File: config.mk
export PLATFORM = sky130hd
export DESIGN_NAME = sacf_queue
export DESIGN_NICKNAME = d
export VERILOG_FILES = /design/src/rtl/sacf_pkg.sv /design/src/rtl/sacf_queue.sv
export SDC_FILE = /design/constraint.sdc
export NUM_CORES = 1
export LEC_CHECK = 0
export BUFFER_PORTS_ARGS = -buffer_cell sky130_fd_sc_hd__buf_4
export CAP_MARGIN = 20
export CORE_MARGIN = 1
export CORE_UTILIZATION = 35
export CTS_CLUSTER_SIZE = 30
export DETAILED_ROUTE_END_ITERATION = 12
export GPL_ROUTABILITY_DRIVEN = 0
export HOLD_SLACK_MARGIN = 0.15
export PLACE_DENSITY_LB_ADDON = 0.08
export SYNTH_ARGS = -nofsm -noshare
export SYNTH_HDL_FRONTEND = slang
export SYNTH_SLANG_ARGS = --single-unit
File: constraint.sdc
create_clock -name clk -period 1.9 [get_ports clk]
set_input_delay 0.38 -clock clk [delete_from_list [all_inputs] [get_ports clk]]
set_output_delay 0.38 -clock clk [all_outputs]
set_load 0.02 [all_outputs]
File: src/rtl/sacf_pkg.sv
// Package for the set-associative cache lookup with FIFO replacement.
// Holds default geometry, result codes and the controller state types.
// No dependencies; every other file of the block but sacf_if imports it.
`default_nettype none

package sacf_pkg;

    // Default geometry
    localparam int SACF_LINE_BYTES  = 64;
    localparam int SACF_WAYS        = 4;
    localparam int SACF_CACHE_BYTES = 16384;
    localparam int SACF_ADDR_BITS   = 26;

    // Miss kind codes
    localparam logic [1:0] MISS_NONE    = 2'd0;
    localparam logic [1:0] MISS_FILL    = 2'd1;
    localparam logic [1:0] MISS_REPLACE = 2'd2;

    // Front end state (multi-cycle set/tag split)
    typedef enum logic [2:0] {
        FR_IDLE,
        FR_LINE,
        FR_QUOT,
        FR_REM,
        FR_PUSH
    } front_state_t;

    // Back end state
    typedef enum logic [1:0] {
        BK_CLEAR,
        BK_IDLE,
        BK_LOOK
    } back_state_t;

endpackage

`default_nettype wire

File: src/rtl/sacf_queue.sv
// Two-entry queue between front and back end of the cache lookup.
// Holds split {set, tag} requests; uses sacf_pkg only by convention.
`default_nettype none

module sacf_queue #(
    parameter int WIDTH = 20
) (
    input  wire logic             clk,
    input  wire logic             rst_n,
    input  wire logic             push_valid,
    output logic                  push_ready,
    input  wire logic [WIDTH-1:0] push_data,
    output logic                  pop_valid,
    input  wire logic             pop_ready,
    output logic [WIDTH-1:0]      pop_data
);
    import sacf_pkg::*;

    logic [WIDTH-1:0] slot_reg [2];
    logic             wr_ptr_reg, wr_ptr_next;
    logic             rd_ptr_reg, rd_ptr_next;
    logic [1:0]       count_reg, count_next;
    logic             do_push, do_pop;

    assign push_ready = (count_reg != 2'd2);
    assign pop_valid  = (count_reg != 2'd0);
    assign pop_data   = slot_reg[rd_ptr_reg];
    assign do_push    = push_valid && push_ready;
    assign do_pop     = pop_valid && pop_ready;

    // Advance pointers and occupancy
    always_comb
    begin
        wr_ptr_next = do_push ? !wr_ptr_reg : wr_ptr_reg;
        rd_ptr_next = do_pop ? !rd_ptr_reg : rd_ptr_reg;
        count_next  = count_reg + 2'(do_push) - 2'(do_pop);
    end

    always_ff @(posedge clk or negedge rst_n)
    begin
        if (!rst_n)
        begin
            wr_ptr_reg <= 1'b0;
            rd_ptr_reg <= 1'b0;
            count_reg  <= 2'd0;
        end
        else
        begin
            wr_ptr_reg <= wr_ptr_next;
            rd_ptr_reg <= rd_ptr_next;
            count_reg  <= count_next;
        end
    end

    // Store payload
    always_ff @(posedge clk)
    begin
        if (do_push)
        begin
            slot_reg[wr_ptr_reg] <= push_data;
        end
    end

endmodule

`default_nettype wire

==> flow_summary_export.csv <==
group,metric,value,unit
global_route,grt_max_degree,21,
placement,portBuffers,45,
clock_network,root_buffer,"clkbuf_8",
timing,tightest_slew,0.488,ns
route,drc,0,
floorplanning,rows,24,
route,totalWireLength,2760,um
setup_path,cp_data_required_time,1.52,ns
route,ant_nets,0,
logic_synthesis,syn_inst,84,
pwr,power.density,1520,mW/mm^2
logic_synthesis,synth_area,0.00167,sq mm
worst_hold_path,hold_class,"in2reg",
pwr,p_int,2310,uW
logic_synthesis,yosysSeqAreaShare,0.779,
setup_path,cp-end-kind,"output pin",
timing,final.setup.worst_slack,0.0994,ns
run,maxCapViolCount,0,
floorplanning,die_h,71.1,um
global_route,grt_pass1_wl,4670,um
finish,syn_to_final_growth,33.8,%
clock_network,numCtsBuffers,5,
global_route,grt_pass1_vias,998,
global_route,grt_util_all_layers,0.127,
pwr,switching_power,1080,uW
floorplanning,core_area,0.00447,sq mm
timing,min_period,1.80,ns
logic_synthesis,ys_ff_latch,44,
setup_path,crit_slowest_cell,"dfrtp_2",
setup_path,max_stage_delay,0.44,ns
route,firstDrtPassIters,6,
placement,pre_cts_ws,0.300,ns
logic_synthesis,synth_warnings,0,
pwr,leakagePower,0.000855,uW
route,viasPerCell,4.67,
finish,nFillCells,377,
route,drtIter0Drc,37,
placement,hpwl,1960,um
floorplanning,io_pins,46,
route,post_drt_wl_per_cell,14.1,um
setup_path,cp_common_cell,"buf_4",
clock_network,clock_latency,0.29,ns
finish,largest_reg_flops,40,
timing,fmax,0.555,GHz
clock_network,clkSlewWorstSetupHoldPaths,0.08,ns
setup_path,critical_path.startpoint_type,"register",
setup_path,worstPathCellList,"buf_4 > mux2_2 > buf_4",
pwr,power_switching_share,0.319,
clock_network,htreeDepth,2,
timing,setup_viol,0,
outcome,status,"finished, final reports clean",
floorplanning,dieWidth,71.1,um
logic_synthesis,syn_avg_cell_area,19.9,sq um
floorplanning,start_util,0.373,
floorplanning,die_area,0.00505,sq mm
global_route,overflow,0,
timing,maxSlewHeadroom,0.675,
clock_network,cts_tree,"done",
finish,diodes,0,
pwr,comb_power_share,0.400,
pwr,finalPower,3390,uW
finish,layout-drive-gt1-share,0.611,
timing,finalMaxSlewViolations,0,
finish,final_util,0.499,
timing,rsz0062_at_grt,"no",
pwr,ir_drop,617,uV
finish,nNetsFinal,168,
setup_path,cp.arrival,1.42,ns
timing,finalHoldViolCount,0,
pwr,clockPowerShare,0.176,
global_route,antenna_found_initial,0,
clock_network,clk_path_buf_depth,2,
logic_synthesis,syn_nets,109,
timing,period_share,0.948,
timing,setup-tns-final,0,ns
setup_path,path_max_fanout,7,
pwr,power_frac_seq,0.425,
timing,clock_skew,0.00568,ns
clock_network,clock-sinks,44,
route,vias,916,
setup_path,critPathKind,"reg2out",
logic_synthesis,synth.distinct_cells,17,
## repair_timing
action                                  4_1_cts  5_1_grt
buffers inserted                              0        3
hold endpoints to repair                      4        0
hold buffers                                  1        0
endpoints found under the setup margin       16        1
gates resized for setup                       1        0
## Yosys cell counts
cell type | count | area [sq um]
a311oi_2 | 1 | 15.0
and2b_2 | 1 | 8.76
and3_2 | 1 | 7.51
and4bb_1 | 1 | 12.5
buf_2 | 2 | 10.0
dfrtp_1 | 4 | 100
edfxtp_1 | 40 | 1200
ha_1 | 1 | 12.5
mux2_2 | 20 | 225
nand2_1 | 2 | 7.51
nand2b_1 | 1 | 6.26
nand3_1 | 1 | 5.00
nor2_1 | 3 | 11.3
o21ai_0 | 1 | 5.00
o21ba_2 | 1 | 10.0
or2_2 | 1 | 6.26
xnor2_1 | 3 | 26.3
## routing by layer
metal | GRT usage | wire length, um
met4 | 0.0533 | 48
met5 | 0 | 0
met2 | 0.206 | 1370
met3 | 0.0598 | 189
met1 | 0.145 | 1160
## area by class of cell
type                    instances  area [sq um]  share of cell area
repair buffers                 54           408               0.183
well taps                      52          65.1              0.0291
clock inverters                 2          15.0             0.00672
clock buffers                   6          82.6              0.0370
flip-flops and latches         44          1300               0.583
multi-input cells              38           362               0.162
## worst max-delay path: cells and delay by family (launching register included)
family / cells / cell delay (ns)
buffers and inverters: 2 / 0.35
multiplexers: 1 / 0.34
flip-flops: 1 / 0.44
## kinds of logic (layout without fill, tap and decap cells)
group,Yosys count,in the layout,synth area share
muxes,20,20,0.135
adders and majority gates,1,1,0.00749
and+or+nand+nor,11,11,0.0390
buffers and inverters,2,62,0.00599
xor gates and xnor gates,3,3,0.0157
DFF,44,44,0.779
AOI/OAI and AO/OA,3,3,0.0180
## cells in the final DEF (no fill, tap or decap), drive strengths merged
cell         netlist  routed
buf                2      53
edfxtp            40      40
mux2              20      20
clkbuf             0       6
dfrtp              4       4
xnor2              3       3
nor2               3       3
nand2              2       2
clkinvlp           0       2
nand2b             1       1
and2b              1       1
o21ba              1       1
nand3              1       1
o21ai              1       1
and4bb             1       1
a311oi             1       1
and3               1       1
or2                1       1
ha                 1       1
dlygate4sd3        0       1
## power by group through the flow
stage	registers (uW)	logic, uW	clock network (uW)
6_report	1440	1350	595
5_1_grt	1460	1460	667
4_1_cts	1450	1340	618
3_5_place_dp	1460	1330	0
3_3_place_gp	1450	1320	0
2_1_floorplan	1420	825	0
## metrics by stage
stage	hold slack (ns)	instance area (sq um)	std cells
3_5_place_dp	0.182	2100	184
6_report	0.267	2230	196
4_1_cts	0.257	2210	193
2_1_floorplan	0.0844	1670	84
5_1_grt	0.242	2230	196
3_3_place_gp	0.182	2100	184
## worst paths after layout
| kind | from | to | slack [ns] | depth (start not counted) |
|---|---|---|---|---|
| hold reg to reg | wr_ptr_reg$_DFFE_PN0P_ | wr_ptr_reg$_DFFE_PN0P_ | 0.51 | 1 |
| min in group asynchronous | rst_n | rd_ptr_reg$_DFFE_PN0P_ | 0.41 | 2 |
| setup / recovery | rd_ptr_reg$_DFFE_PN0P_ | pop_data[0] | 0.1 | 3 |
| hold / removal | push_data[13] | slot_reg[1][13]$_DFFE_PP_ | 0.27 | 1 |
| setup reg to reg | count_reg[0]$_DFF_PN0_ | slot_reg[1][19]$_DFFE_PP_ | 0.39 | 2 |
| max in group asynchronous | rst_n | rd_ptr_reg$_DFFE_PN0P_ | 1.38 | 2 |
No activity file was read; power rests on OpenSTA's default activity.
