$ cat config.mk
export PLATFORM = sky130hd
export DESIGN_NAME = sacf_back_flat
export DESIGN_NICKNAME = d
export VERILOG_FILES = /design/src/rtl/sacf_pkg.sv /design/src/rtl/sacf_if.sv /design/src/rtl/sacf_back.sv /design/src/flat_wrapper.sv
export SDC_FILE = /design/constraint.sdc
export NUM_CORES = 2
export LEC_CHECK = 0
export BUFFER_PORTS_ARGS = -buffer_cell sky130_fd_sc_hd__buf_4
export CORE_MARGIN = 5
export CORE_UTILIZATION = 25
export DETAILED_ROUTE_END_ITERATION = 6
export PLACE_DENSITY = 0.5
export SLEW_MARGIN = 20
export SYNTH_ARGS = -nofsm -noshare
export SYNTH_HDL_FRONTEND = slang
export SYNTH_SLANG_ARGS = --single-unit
$ cat constraint.sdc
create_clock -name clk -period 10.44 [get_ports clk]
set_input_delay 1.566 -clock clk [delete_from_list [all_inputs] [get_ports clk]]
set_output_delay 1.566 -clock clk [all_outputs]
set_load 0.005 [all_outputs]
$ cat src/rtl/sacf_pkg.sv
// Package for the set-associative cache lookup with FIFO replacement.
// Holds default geometry, result codes and the controller state types.
// No dependencies; every other file of the block but sacf_if imports it.
`default_nettype none

package sacf_pkg;

    // Default geometry
    localparam int SACF_LINE_BYTES  = 64;
    localparam int SACF_WAYS        = 4;
    localparam int SACF_CACHE_BYTES = 16384;
    localparam int SACF_ADDR_BITS   = 26;

    // Miss kind codes
    localparam logic [1:0] MISS_NONE    = 2'd0;
    localparam logic [1:0] MISS_FILL    = 2'd1;
    localparam logic [1:0] MISS_REPLACE = 2'd2;

    // Front end state (multi-cycle set/tag split)
    typedef enum logic [2:0] {
        FR_IDLE,
        FR_LINE,
        FR_QUOT,
        FR_REM,
        FR_PUSH
    } front_state_t;

    // Back end state
    typedef enum logic [1:0] {
        BK_CLEAR,
        BK_IDLE,
        BK_LOOK
    } back_state_t;

endpackage

`default_nettype wire

$ cat src/rtl/sacf_if.sv
// Channel interfaces of the cache lookup: address request and lookup result.
// Each carries valid, ready and its payload; depends on nothing else.
`default_nettype none


interface sacf_rsp_if;
    logic       valid;
    logic       ready;
    logic       hit;
    logic [1:0] miss_kind;

    modport source (output valid, output hit, output miss_kind, input ready);
    modport sink   (input valid, input hit, input miss_kind, output ready);
endinterface

`default_nettype wire

$ cat src/rtl/sacf_back.sv
// Back end: reads a set's tags and state, decides hit/fill/replace, writes back on a miss.
// Owns the tag and line-state memories; uses sacf_pkg and sacf_rsp_if.
`default_nettype none

module sacf_back #(
    parameter int NUM_SETS = 64,
    parameter int SET_W    = 6,
    parameter int TAG_W    = 14,
    parameter int WAYS     = 4,
    parameter int WAY_W    = 2
) (
    input  wire logic                   clk,
    input  wire logic                   rst_n,
    input  wire logic                   pop_valid,
    output logic                        pop_ready,
    input  wire logic [SET_W+TAG_W-1:0] pop_data,
    output logic                        clearing,
    sacf_rsp_if.source                  rsp
);
    import sacf_pkg::*;

    localparam int META_W = WAY_W + WAYS;

    // Per set: {oldest way pointer, valid bits}; and all tags of the set
    logic [META_W-1:0]     meta_mem [NUM_SETS];
    logic [WAYS*TAG_W-1:0] tag_mem  [NUM_SETS];

    back_state_t           state_reg, state_next;
    logic [SET_W-1:0]      clr_reg;
    logic [META_W-1:0]     meta_rd_reg;
    logic [WAYS*TAG_W-1:0] tag_rd_reg;
    logic [SET_W-1:0]      set_reg;
    logic [TAG_W-1:0]      tag_reg;
    logic                  out_valid_reg, out_valid_next;
    logic                  hit_reg;
    logic [1:0]            kind_reg;

    logic                  rd_en;
    logic                  update;
    logic                  slot_free;
    logic [SET_W-1:0]      pop_set;
    logic [TAG_W-1:0]      pop_tag;
    logic [WAYS-1:0]       valid_v;
    logic [WAY_W-1:0]      ptr;
    logic                  hit_any;
    logic                  free_found;
    logic [WAY_W-1:0]      free_way;
    logic [WAY_W-1:0]      victim;
    logic [WAY_W-1:0]      ptr_new;
    logic [WAYS-1:0]       valid_new;
    logic [WAYS*TAG_W-1:0] tags_new;
    logic                  meta_we;
    logic                  tag_we;
    logic [SET_W-1:0]      wr_set;
    logic [META_W-1:0]     meta_wdata;

    assign pop_set   = pop_data[SET_W+TAG_W-1:TAG_W];
    assign pop_tag   = pop_data[TAG_W-1:0];
    assign slot_free = !out_valid_reg || rsp.ready;

    // Next state
    always_comb
    begin
        state_next = state_reg;
        unique case (state_reg)
            BK_CLEAR:
            begin
                if (clr_reg == SET_W'(NUM_SETS - 1))
                begin
                    state_next = BK_IDLE;
                end
            end
            BK_IDLE:
            begin
                if (pop_valid)
                begin
                    state_next = BK_LOOK;
                end
            end
            BK_LOOK:
            begin
                if (slot_free)
                begin
                    state_next = BK_IDLE;
                end
            end
            default:
            begin
                state_next = BK_IDLE;
            end
        endcase
    end

    // Controller outputs
    always_comb
    begin
        clearing  = 1'b0;
        pop_ready = 1'b0;
        update    = 1'b0;
        unique case (state_reg)
            BK_CLEAR: clearing  = 1'b1;
            BK_IDLE:  pop_ready = 1'b1;
            BK_LOOK:  update    = slot_free;
            default:  clearing  = 1'b0;
        endcase
    end

    assign rd_en = pop_valid && pop_ready;

    // Compare all ways and pick the victim
    always_comb
    begin
        valid_v    = meta_rd_reg[WAYS-1:0];
        ptr        = meta_rd_reg[META_W-1:WAYS];
        hit_any    = 1'b0;
        free_found = 1'b0;
        free_way   = '0;
        for (int w = 0; w < WAYS; w++)
        begin
            if (valid_v[w] && (tag_rd_reg[w*TAG_W +: TAG_W] == tag_reg))
            begin
                hit_any = 1'b1;
            end
        end
        // Lowest-numbered invalid way wins
        for (int w = WAYS - 1; w >= 0; w--)
        begin
            if (!valid_v[w])
            begin
                free_found = 1'b1;
                free_way   = WAY_W'(w);
            end
        end
        victim  = free_found ? free_way : ptr;
        if (free_found)
        begin
            ptr_new = ptr;
        end
        else if (ptr == WAY_W'(WAYS - 1))
        begin
            ptr_new = '0;
        end
        else
        begin
            ptr_new = ptr + WAY_W'(1);
        end
        valid_new = valid_v;
        tags_new  = tag_rd_reg;
        for (int w = 0; w < WAYS; w++)
        begin
            if (WAY_W'(w) == victim)
            begin
                valid_new[w]              = 1'b1;
                tags_new[w*TAG_W +: TAG_W] = tag_reg;
            end
        end
    end

    // Memory write port: clearing pass or miss update
    always_comb
    begin
        meta_we    = clearing || (update && !hit_any);
        tag_we     = update && !hit_any;
        wr_set     = clearing ? clr_reg : set_reg;
        meta_wdata = clearing ? '0 : {ptr_new, valid_new};
    end

    always_comb
    begin
        out_valid_next = out_valid_reg;
        if (update)
        begin
            out_valid_next = 1'b1;
        end
        else if (rsp.ready)
        begin
            out_valid_next = 1'b0;
        end
    end

    always_ff @(posedge clk or negedge rst_n)
    begin
        if (!rst_n)
        begin
            state_reg     <= BK_CLEAR;
            clr_reg       <= '0;
            out_valid_reg <= 1'b0;
        end
        else
        begin
            state_reg     <= state_next;
            out_valid_reg <= out_valid_next;
            if (clearing)
            begin
                clr_reg <= clr_reg + SET_W'(1);
            end
        end
    end

    // Memories: registered read at pop, single write port
    always_ff @(posedge clk)
    begin
        if (rd_en)
        begin
            meta_rd_reg <= meta_mem[pop_set];
            tag_rd_reg  <= tag_mem[pop_set];
        end
        if (meta_we)
        begin
            meta_mem[wr_set] <= meta_wdata;
        end
        if (tag_we)
        begin
            tag_mem[wr_set] <= tags_new;
        end
    end

    // Hold request fields and result payload
    always_ff @(posedge clk)
    begin
        if (rd_en)
        begin
            set_reg <= pop_set;
            tag_reg <= pop_tag;
        end
        if (update)
        begin
            hit_reg  <= hit_any;
            kind_reg <= hit_any ? MISS_NONE : (free_found ? MISS_FILL : MISS_REPLACE);
        end
    end

    assign rsp.valid     = out_valid_reg;
    assign rsp.hit       = hit_reg;
    assign rsp.miss_kind = kind_reg;

endmodule

`default_nettype wire

$ cat src/flat_wrapper.sv
// flat-port wrapper written by rule: the top's interface ports become plain ports
module sacf_back_flat import sacf_pkg::*;
#(
    parameter int NUM_SETS = 64,
    parameter int SET_W    = 6,
    parameter int TAG_W    = 14,
    parameter int WAYS     = 4,
    parameter int WAY_W    = 2
)
  (clk, rst_n, pop_valid, pop_ready, pop_data, clearing, rsp_valid, rsp_hit, rsp_miss_kind, rsp_ready);
  sacf_rsp_if rsp_i ();
  input  wire logic clk;
  input  wire logic rst_n;
  input  wire logic pop_valid;
  output logic pop_ready;
  input  wire logic [SET_W+TAG_W-1:0] pop_data;
  output logic clearing;
  output wire logic [$bits(rsp_i.valid)-1:0] rsp_valid;
  output wire logic [$bits(rsp_i.hit)-1:0] rsp_hit;
  output wire logic [$bits(rsp_i.miss_kind)-1:0] rsp_miss_kind;
  input wire logic [$bits(rsp_i.ready)-1:0] rsp_ready;
  assign rsp_valid = rsp_i.valid;
  assign rsp_hit = rsp_i.hit;
  assign rsp_miss_kind = rsp_i.miss_kind;
  assign rsp_i.ready = rsp_ready;
  sacf_back #(.NUM_SETS(NUM_SETS), .SET_W(SET_W), .TAG_W(TAG_W), .WAYS(WAYS), .WAY_W(WAY_W)) u_core (.clk(clk), .rst_n(rst_n), .pop_valid(pop_valid), .pop_ready(pop_ready), .pop_data(pop_data), .clearing(clearing), .rsp(rsp_i));
endmodule
==> metrics.cfg <==
[outcome]
status=finished, violations left
violations=design-rule violations

[cells_and_area]
n_fill_cell=59950
design_area_mm2=0.1800
ff_latch_area_mm2=0.1219
area_growth_pct=15.80
fin_nets=7299
drive_above_1_share_pct=25.34
post-route-util_pct=29.06
largest_reg_flops=3584
multiInputGateArea_mm2=0.03225

[cts]
clockRootBuffer=clkbuf_16
post_cts_buffers=0
clk_pin_slew_worst_paths_ns=0.06
cts_tree=built
h-tree-depth=5
cts_hold_buf=0
cts.sink_count=4062
clock_latency_ns=1.02
cts_buffers=417
cts_resized=0
cts_max_path_buffers=4

[synth]
synth_nets=7015
synthFlopType=edfxtp_1
synth_edf_count=4053
syn_area_mm2=0.1554
ys_warn_count=0
synthCells=6989
yosysMostFrequentCell=edfxtp_1
netlist_top_cells_count=edfxtp_1, mux4_2, nor2_1
synth_cell_types=54
synth_top_area_share_pct=78.30
netlist_top_cells_area=edfxtp_1, mux4_2, mux2i_1
yosysTopAreaCell=edfxtp_1
yosysSeqAreaShare_pct=78.45
synth_seq_cells=4062
postSynth.asyncResetShare_pct=0.2216
synth_area_per_cell_um2=22.24

[routing]
postRouteAntennaNets=0
drt_iter0_drc=9580
drt_wl_total_um=466200
wl_per_cell_um=29.31
dr.pass1.iters=7
vias=76970
drc_errors=1
routed_via_density=4.840

[setup_path]
worstPathRequired_ns=11.05
worstPathCellList=or2_2, clkinv_1, nand2_1, nand3_1, nor2_1, nand2_2, nor2_4, buf_4
critPathTopFamily=simple AND/OR/NAND/NOR gates
startpoint_type=register
cpPeakStageDelay_ns=0.99
end_kind=register
slowest_stage=nor2_4
cp_max_fo=32
critical_path_class=register to register
arrival_ns=5.82
cp_num_buf_inv=2

[sta]
drv_slew=0
finalSetupViolations=0
finalHoldViolations=0
fin_crit_sh_pct=49.84
relSlewSlack_pct=19.24
hold_ws_ns=0.4239
rsz0062_at_grt=no
skew_ns=0.09558
clock.fmax_mhz=192.2
worstMarginPinSlew_ns=1.206
min_period_ns=5.204
setup_tns_ns=0

[flow_run]
maxCapViolations=0

[power]
p_comb_share_pct=10.2
p_clk_share_pct=37.9
power_leakage_nw=54.30
power.density_mw_per_mm2=210.9
power.switching_mw=9.615
intPower_mw=28.34
seqPwrFrac_pct=51.9
p_sw_share_pct=25.33
ir_drop_mv=0.1480

[grt]
grt_pass1_vias=77460
grt_overflow=0
grt_pass1_wl_um=641700
antenna_found_initial=36
grt_max_degree=99
grt_util_all_layers_pct=14.16

[floorplan]
die_area_mm2=0.6376
num_rows=289
ios=30
die_x_um=798.5
coreArea_mm2=0.6194
initial_core_util_pct=25.09
die_y_um=798.5

[placement]
port_buffers=29
hpwl_um=266600
gp_congestion=0.8263
placed_area_mm2=0.1670

[worst_hold_path]
hp-class=primary input to async pin

routing by layer:
metal  vias up  track usage, %  wire length [µm]
met3       661           2.513             37360
met2      3385           22.12            214200
li1      30240               -                 -
met5         -               0                53
met1     42670           20.40            202200
met4         8           3.673             12390
worst paths after layout:
kind / from / end / cells past startpoint / slack (ns)
setup / recovery: u_core.state_reg[1] / u_core.tag_mem[51][16] / 8 / 5.24
hold / removal: rst_n / u_core.rsp.valid / 1 / 0.42
setup reg to reg: u_core.state_reg[1] / u_core.tag_mem[51][16] / 8 / 5.24
hold reg to reg: u_core.clr_reg[5] / u_core.clr_reg[5] / 1 / 0.59
max in group asynchronous: rst_n / u_core.clr_reg[4] / 1 / 9.82
min in group clk: u_core.clr_reg[5] / u_core.clr_reg[5] / 1 / 0.59
power by group through the flow:
stage	logic, mW	registers [mW]	clock network, mW
global route	4.06	19.7	15.3
CTS	3.88	19.7	14.7
finish	3.88	19.7	14.4
floorplan	1.93	19.9	0
global placement	3.75	20.0	0
detailed placement	3.88	20.0	0
final cells by class:
class / instances / share of cell area, %
Antenna cell: 7 / 0.009732
Clock buffer: 522 / 6.069
Clock inverter: 228 / 1.136
Inverter: 7 / 0.01668
Multi-Input combinational cell: 2525 / 17.92
Sequential cell: 4062 / 67.75
Tap cell: 8293 / 5.765
Timing Repair Buffer: 260 / 1.342
stage by stage:
| stage | total power [mW] | cells | worst slack [ns] |
|---|---|---|---|
| 5_1_grt | 39.07 | 15900 | 5.003 |
| 2_1_floorplan | 21.84 | 6989 | 2.202 |
| 4_1_cts | 38.23 | 15900 | 5.164 |
| 3_3_place_gp | 23.75 | 15140 | 4.601 |
| 6_report | 37.95 | 15900 | 5.236 |
| 3_5_place_dp | 23.90 | 15150 | 4.610 |
kinds of logic after synthesis:
| kind of cell | count (synthesis) | share of synthesized area (%) |
|---|---|---|
| buffers and inverters | 402 | 1.278 |
| AO/OA/AOI/OAI | 621 | 2.718 |
| adder cells (fa/ha/maj) | 2 | 0.01610 |
| AND/OR/NAND/NOR | 606 | 1.636 |
| flip-flops | 4062 | 78.45 |
| XOR/XNOR | 61 | 0.3437 |
| multiplexers | 1235 | 15.56 |
layout by cell type (no fill, tap or decap), drive strengths merged, types with 5 or more instances in the layout:
master	n
mux2i	227
nand3b	5
a221o	11
nor3	12
clkbuf	522
xnor2	60
diode	7
dfrtp	9
nand2b	9
mux2	70
buf	260
nand2	229
o22ai	131
nand3	18
bufinv	26
a31oi	57
mux4	938
clkinvlp	11
and2	8
o21ai	125
edfxtp	4053
nor4	13
nor2b	12
nand4	26
a211oi	29
a21oi	60
nor2	265
clkinv	182
o221ai	51
a221oi	110
o211ai	9
a22oi	28
inv	16
Power figures use the tool's default switching activity.
